--- src/rtl/four_channel_dma_sound_engine_defines.svh ---
// ------------------------------------------------------------------
// four_channel_dma_sound_engine_defines
// Assertion helpers for the sound engine.
// ------------------------------------------------------------------
`ifndef FOUR_CHANNEL_DMA_SOUND_ENGINE_DEFINES_SVH
`define FOUR_CHANNEL_DMA_SOUND_ENGINE_DEFINES_SVH

// Implication checked on every clock edge outside reset
`define FCD_ASSERT_IMP(label, ante, cons) \
    label: assert property (@(posedge clk) disable iff (!rst_n) (ante) |-> (cons)) \
        else $error("assertion failed");

// Next-cycle implication
`define FCD_ASSERT_NEXT(label, ante, cons) \
    label: assert property (@(posedge clk) disable iff (!rst_n) (ante) |=> (cons)) \
        else $error("assertion failed");

`endif

--- src/rtl/fcd_pkg.sv ---
// ------------------------------------------------------------------
// fcd_pkg
// Shared types and constants of the four-channel sound engine.
// ------------------------------------------------------------------
package fcd_pkg;

    localparam int RAM_BYTES      = 524288;
    localparam int RAM_AW         = $clog2(RAM_BYTES);
    localparam logic [3:0] ENABLE_DELAY   = 4'd4;
    localparam logic [2:0] TEMPO_PRESCALE = 3'd5;

    localparam logic [1:0] OP_WRITE = 2'd0;
    localparam logic [1:0] OP_READ  = 2'd1;
    localparam logic [1:0] OP_TICK  = 2'd2;

    localparam logic [3:0] R_AIDX    = 4'd0;
    localparam logic [3:0] R_ADATA   = 4'd1;
    localparam logic [3:0] R_ADMACON = 4'd2;
    localparam logic [3:0] R_AINTENA = 4'd3;
    localparam logic [3:0] R_AINTREQ = 4'd4;
    localparam logic [3:0] R_ACTRL   = 4'd5;
    localparam logic [3:0] R_SPTR2   = 4'd6;
    localparam logic [3:0] R_SPTR1   = 4'd7;
    localparam logic [3:0] R_SPTR0   = 4'd8;
    localparam logic [3:0] R_SDATA   = 4'd9;
    localparam logic [3:0] R_ASTAT   = 4'd10;
    localparam logic [3:0] R_TIMER1  = 4'd11;
    localparam logic [3:0] R_TIMER0  = 4'd12;

    // controller to datapath
    typedef struct packed {
        logic       start;     // do bus access or tick prologue
        logic       slot;      // run one channel fetch slot
        logic [1:0] ch;        // channel of the slot
        logic       finish;    // tempo timer and output register
    } fcd_cmd_t;

    // datapath to controller
    typedef struct packed {
        logic is_tick;
    } fcd_stat_t;

endpackage

--- src/rtl/fcd_ctrl.sv ---
// ------------------------------------------------------------------
// fcd_ctrl
// Sequencer: accept, four channel slots on a tick, finish, deliver.
// ------------------------------------------------------------------
module fcd_ctrl
    import fcd_pkg::*;
(
    input  logic      clk,
    input  logic      rst_n,
    input  logic      in_fire,
    input  logic      out_fire,
    input  fcd_stat_t stat,
    output fcd_cmd_t  cmd,
    output logic      in_ready,
    output logic      out_valid
);
    typedef enum logic [2:0] {S_IDLE, S_START, S_SLOT, S_FIN, S_OUT} state_t;

    state_t     state_reg, state_next;
    logic [1:0] ch_reg, ch_next;

    always_comb
    begin
        state_next = state_reg;
        ch_next    = ch_reg;
        cmd        = '0;
        cmd.ch     = ch_reg;
        unique case (state_reg)
            S_IDLE:
            begin
                if (in_fire)
                    state_next = S_START;
            end
            S_START:
            begin
                cmd.start  = 1'b1;
                ch_next    = 2'd0;
                state_next = S_SLOT;
            end
            S_SLOT:
            begin
                cmd.slot = stat.is_tick;
                ch_next  = ch_reg + 2'd1;
                if (ch_reg == 2'd3 || !stat.is_tick)
                    state_next = S_FIN;
            end
            S_FIN:
            begin
                cmd.finish = 1'b1;
                state_next = S_OUT;
            end
            S_OUT:
            begin
                if (out_fire)
                    state_next = S_IDLE;
            end
            default: state_next = S_IDLE;
        endcase
    end

    always_ff @(posedge clk or negedge rst_n)
    begin
        if (!rst_n)
        begin
            state_reg <= S_IDLE;
            ch_reg    <= 2'd0;
        end
        else
        begin
            state_reg <= state_next;
            ch_reg    <= ch_next;
        end
    end

    assign in_ready  = (state_reg == S_IDLE);
    assign out_valid = (state_reg == S_OUT);

endmodule

--- config.mk ---
export PLATFORM = sky130hd
export DESIGN_NAME = fcd_ctrl
export DESIGN_NICKNAME = d
export VERILOG_FILES = /design/src/rtl/four_channel_dma_sound_engine_defines.svh /design/src/rtl/fcd_pkg.sv /design/src/rtl/fcd_ctrl.sv
export SDC_FILE = /design/constraint.sdc
export NUM_CORES = 1
export LEC_CHECK = 0
export BUFFER_PORTS_ARGS = -buffer_cell sky130_fd_sc_hd__clkbuf_2
export CAP_MARGIN = 20
export CORE_AREA = 2 2 39 41
export CTS_CLUSTER_SIZE = 25
export DETAILED_ROUTE_END_ITERATION = 8
export DIE_AREA = 0 0 41 43
export REMOVE_ABC_BUFFERS = 1
export SETUP_SLACK_MARGIN = 0.3
export SYNTH_ARGS = -nofsm -noshare
export SYNTH_HDL_FRONTEND = slang
export SYNTH_SLANG_ARGS = --single-unit
--- constraint.sdc ---
create_clock -name clk -period 1.28 [get_ports clk]
set_clock_uncertainty 0.2 [all_clocks]
set_input_delay 0.256 -clock clk [delete_from_list [all_inputs] [get_ports clk]]
set_output_delay 0.256 -clock clk [all_outputs]
set_load 0.02 [all_outputs]
==> Yosys cells after proc, flatten, opt, wreduce, memory -nomap -nowiden <==
Cells that the tools add are included.
{ "totals": {"regBits": 5, "in_bits": 5, "output_inout_bits": 7, "elab_cells": 24} }
{ "op_classes": {"addsub": 1, "n_eq_ne": 8, "mux": 8, "reduce_logical": 5} }
{ "op_table": {"columns": ["cell", "count"], "rows": [
  ["$pmux W3 S5", 1],
  ["$mux W3", 3],
  ["$eq A3 B2 Y1 const B", 2],
  ["$ne A2 B2 Y1 const B", 3],
  ["$pmux W2 S2", 1],
  ["$eq A3 B1 Y1 const B", 1],
  ["$eq A3 B3 Y1 const B", 1],
  ["$logic_not A3 Y1", 1],
  ["$mux W1", 3],
  ["$reduce_and A3 Y1", 1],
  ["$add A2 B1 Y2 const B", 1],
  ["$eq A2 B2 Y1 const B", 1],
  ["$reduce_bool A2 Y1", 1],
  ["$logic_not A1 Y1", 1],
  ["$logic_or A1 B1 Y1", 1]
]} }

==> Depth between registers and ports, before layout <==
{ "depth": {"word_depth": 4, "depth_mapped": 3, "depth_no_buf": 3} }

==> Worst setup path before layout <==
OpenSTA, ideal clock, no wires.
{ "synth_timing": {"kind": "register to output", "startpoint": "register state_reg[1]", "endpoint": "output cmd[4] (netlist name)", "t_arrival_ps": 1063, "setup_slack_ps": -239, "path_stages_with_launch": 3, "n_path_buf": 1, "cell_sequence": "dfrtp_1 -> buf_6 -> nor3b_1"} }
{ "synth_lines": {"columns": ["item", "line_no", "rtl"], "rows": [
  ["start, declared", "fcd_ctrl.sv:19", "state_t state_reg, state_next;"],
  ["start signal, assigned", "fcd_ctrl.sv:70", "state_reg <= state_next;"],
  ["end, declared", "fcd_ctrl.sv:13", "output fcd_cmd_t cmd,"]
]} }

==> impl_metrics.tcl <==
set metrics [dict create \
    status "finished, violations left" \
    violations "negative setup slack" \
    cts-htree-levels 1 \
    post-route-util 0.401 \
    drtAntennaViolNets 0 \
    clock_path_buffers 2 \
    yosysTopAreaCell "dfrtp_1" \
    synth_common_cells "dfrtp_1 (5), buf_6 (3), nor3b_1 (3)" \
    antenna_found_initial 0 \
    ys_ff_latch 5 \
    clock_latency_ns 0.24 \
    die_w_um 41 \
    post_dp_cell_area_um2 414 \
    synth.distinct_cells 16 \
    grt_usage 0.106 \
    rows 14 \
    ios 12 \
    clk_pin_slew_ns 0.04 \
    critPathLaunch "state_reg[2]$_DFFE_PN0P_" \
    synth.avg_cell_area_um2 11.3 \
    fp.dieH_um 43 \
    vias_per_cell 4.31 \
    grt_max_degree 7 \
    final_area_um2 556 \
    start_util 0.237 \
    drt_iter0_drc 3 \
    drc 0 \
    leakage_nw 0.289 \
    min_path_type "in2reg" \
    drt_wl_total_um 803 \
    hpwl_um 497 \
    root_buffer "clkbuf_4" \
    hold_viol 0 \
    dr.pass1.iters 3 \
    wl_per_cell_um 11.8 \
    r2r-end "ch_reg[1]$_DFFE_PN0P_" \
    arrival_ns 1.06 \
    dieArea_um2 1760 \
    setup_ws_ns -0.236 \
    final_layout_size_suffix_gt1_frac 0.654 \
    hp-start "out_fire" \
    worstPathRequired_ns 0.82 \
    finalSetupViolCount 10 \
    crit_path_start_kind "register" \
    slew_headroom 0.819 \
    diodes 0 \
    yosysMostFrequentCell "dfrtp_1" \
    total_power_mw 1.56 \
    ys_top_cells_by_area "dfrtp_1 (38%), buf_6 (10%), nor3b_1 (6.9%)" \
    crit_fanout 6 \
    slew_viol_final 0 \
    rsz0062_at_grt "yes" \
    ys_seq_area_frac 0.382 \
    largest_reg_flops 3 \
    r2r_slack_ns -0.17 \
    nets 59 \
    cts_buffers 3 \
    numPortBuffers 11 \
    fin_crit_sh 1.18 \
    cap_violations 0 \
    postSynth.topFlopCell "dfrtp_1" \
    synth_top_area_frac 0.382 \
    syn_area_um2 328 \
    grt_overflow 0 \
    critPathKind "reg2out" \
    core_area_um2 1380 \
    pre_cts_slack_ns -0.0651 \
    area_delta_synth_final_pct 69.5 \
    vdd_ir_drop_max_mv 0.958 \
    end_kind "output pin" \
    grt_pass1_wl_um 1200 \
    synth-edff-count 0 \
    hold_depth 3 \
    holdPathEnd "state_reg[2]$_DFFE_PN0P_" \
    yosysWarnings 0 \
    syn-instance-count 29 \
    worstMarginPinSlew_ns 0.267 \
    cts_tree "done" \
    fmax_ghz 0.660 \
    pwr_density_cell_nw_per_um2 2810 \
    timing.rr.start "state_reg[2]$_DFFE_PN0P_" \
    cts_sinks 5 \
    worst_r2r_path_depth 4 \
    post-route-min-period_ns 1.52 \
    place_congestion 0.750 \
    grt_pass1_vias 303 \
    via_count 293 \
    fill_cells 140 \
    synthArstFlopShare 1.00 \
]
==> worst max path at each step <==
stage,cells after the start,slack [ns],end
finish,2,-0.24,cmd[0]
global route,2,-0.31,out_valid
floorplan,1,-0.27,cmd[4]
CTS,2,-0.28,out_valid
global placement,2,-0.06,out_valid
detailed placement,2,-0.07,cmd[4]
==> stage by stage <==
step	hold WS, ns	cells	setup TNS, ns
floorplan	-0.240	26	-1.04
global placement	-0.123	59	-0.287
detailed placement	-0.122	59	-0.410
CTS	0.0593	68	-1.84
global route	0.0662	68	-2.17
finish	0.0595	68	-1.66
==> layer usage <==
metal,track usage,wire length [um],up-vias
li1,-,-,150
met1,0.112,286,135
met2,0.166,478,8
met3,0.0628,38,0
met4,0.0400,0,0
met5,0,0,-
==> cells by family after synthesis <==
family                   synth area share
AO/OA/AOI/OAI                      0.0992
XOR/XNOR                           0.0267
adder cells (fa/ha/maj)            0.0382
buffers and inverters               0.114
flip-flops                          0.382
AND/OR/NAND/NOR                     0.340
==> cell usage in the layout, fill, tap and decap left out, types with 3 or more instances in the layout <==
cell      netlist  final
clkbuf_2        0      4
buf_6           3      3
dfrtp_2         0      3
buf_8           0      3
buf_4           0     11
clkbuf_4        0      3
==> power breakdown <==
part           switching [mW]  leakage, nW  internal [mW]
clock network          0.0627       0.0150          0.118
registers              0.0975       0.0598          0.244
logic                   0.437        0.214          0.602
total                   0.597        0.289          0.964
==> worst max-delay path: stages, from the launching register on <==
cell and delay (ns):
dfrtp_2 0.43, and3b_2 0.27, buf_8 0.11
==> area by class of cell <==
class                           count  area [um2]  share of cell area
Inverter                            1        3.75             0.00676
Sequential cell                     5         129               0.232
Clock buffer                        4        26.3              0.0473
Tap cell                           16        20.0              0.0360
Multi-Input combinational cell     20         185               0.333
Timing Repair Buffer               22         191               0.345
==> timing repair <==
action	4_1_cts	5_1_grt
buffers inserted	4	0
pin swaps	3	3
endpoints found under the setup margin	12	12
resized for setup	18	9
hold endpoints to repair	5	0
hold buffers	1	0
Note: power is estimated with default switching activity, not from simulation.
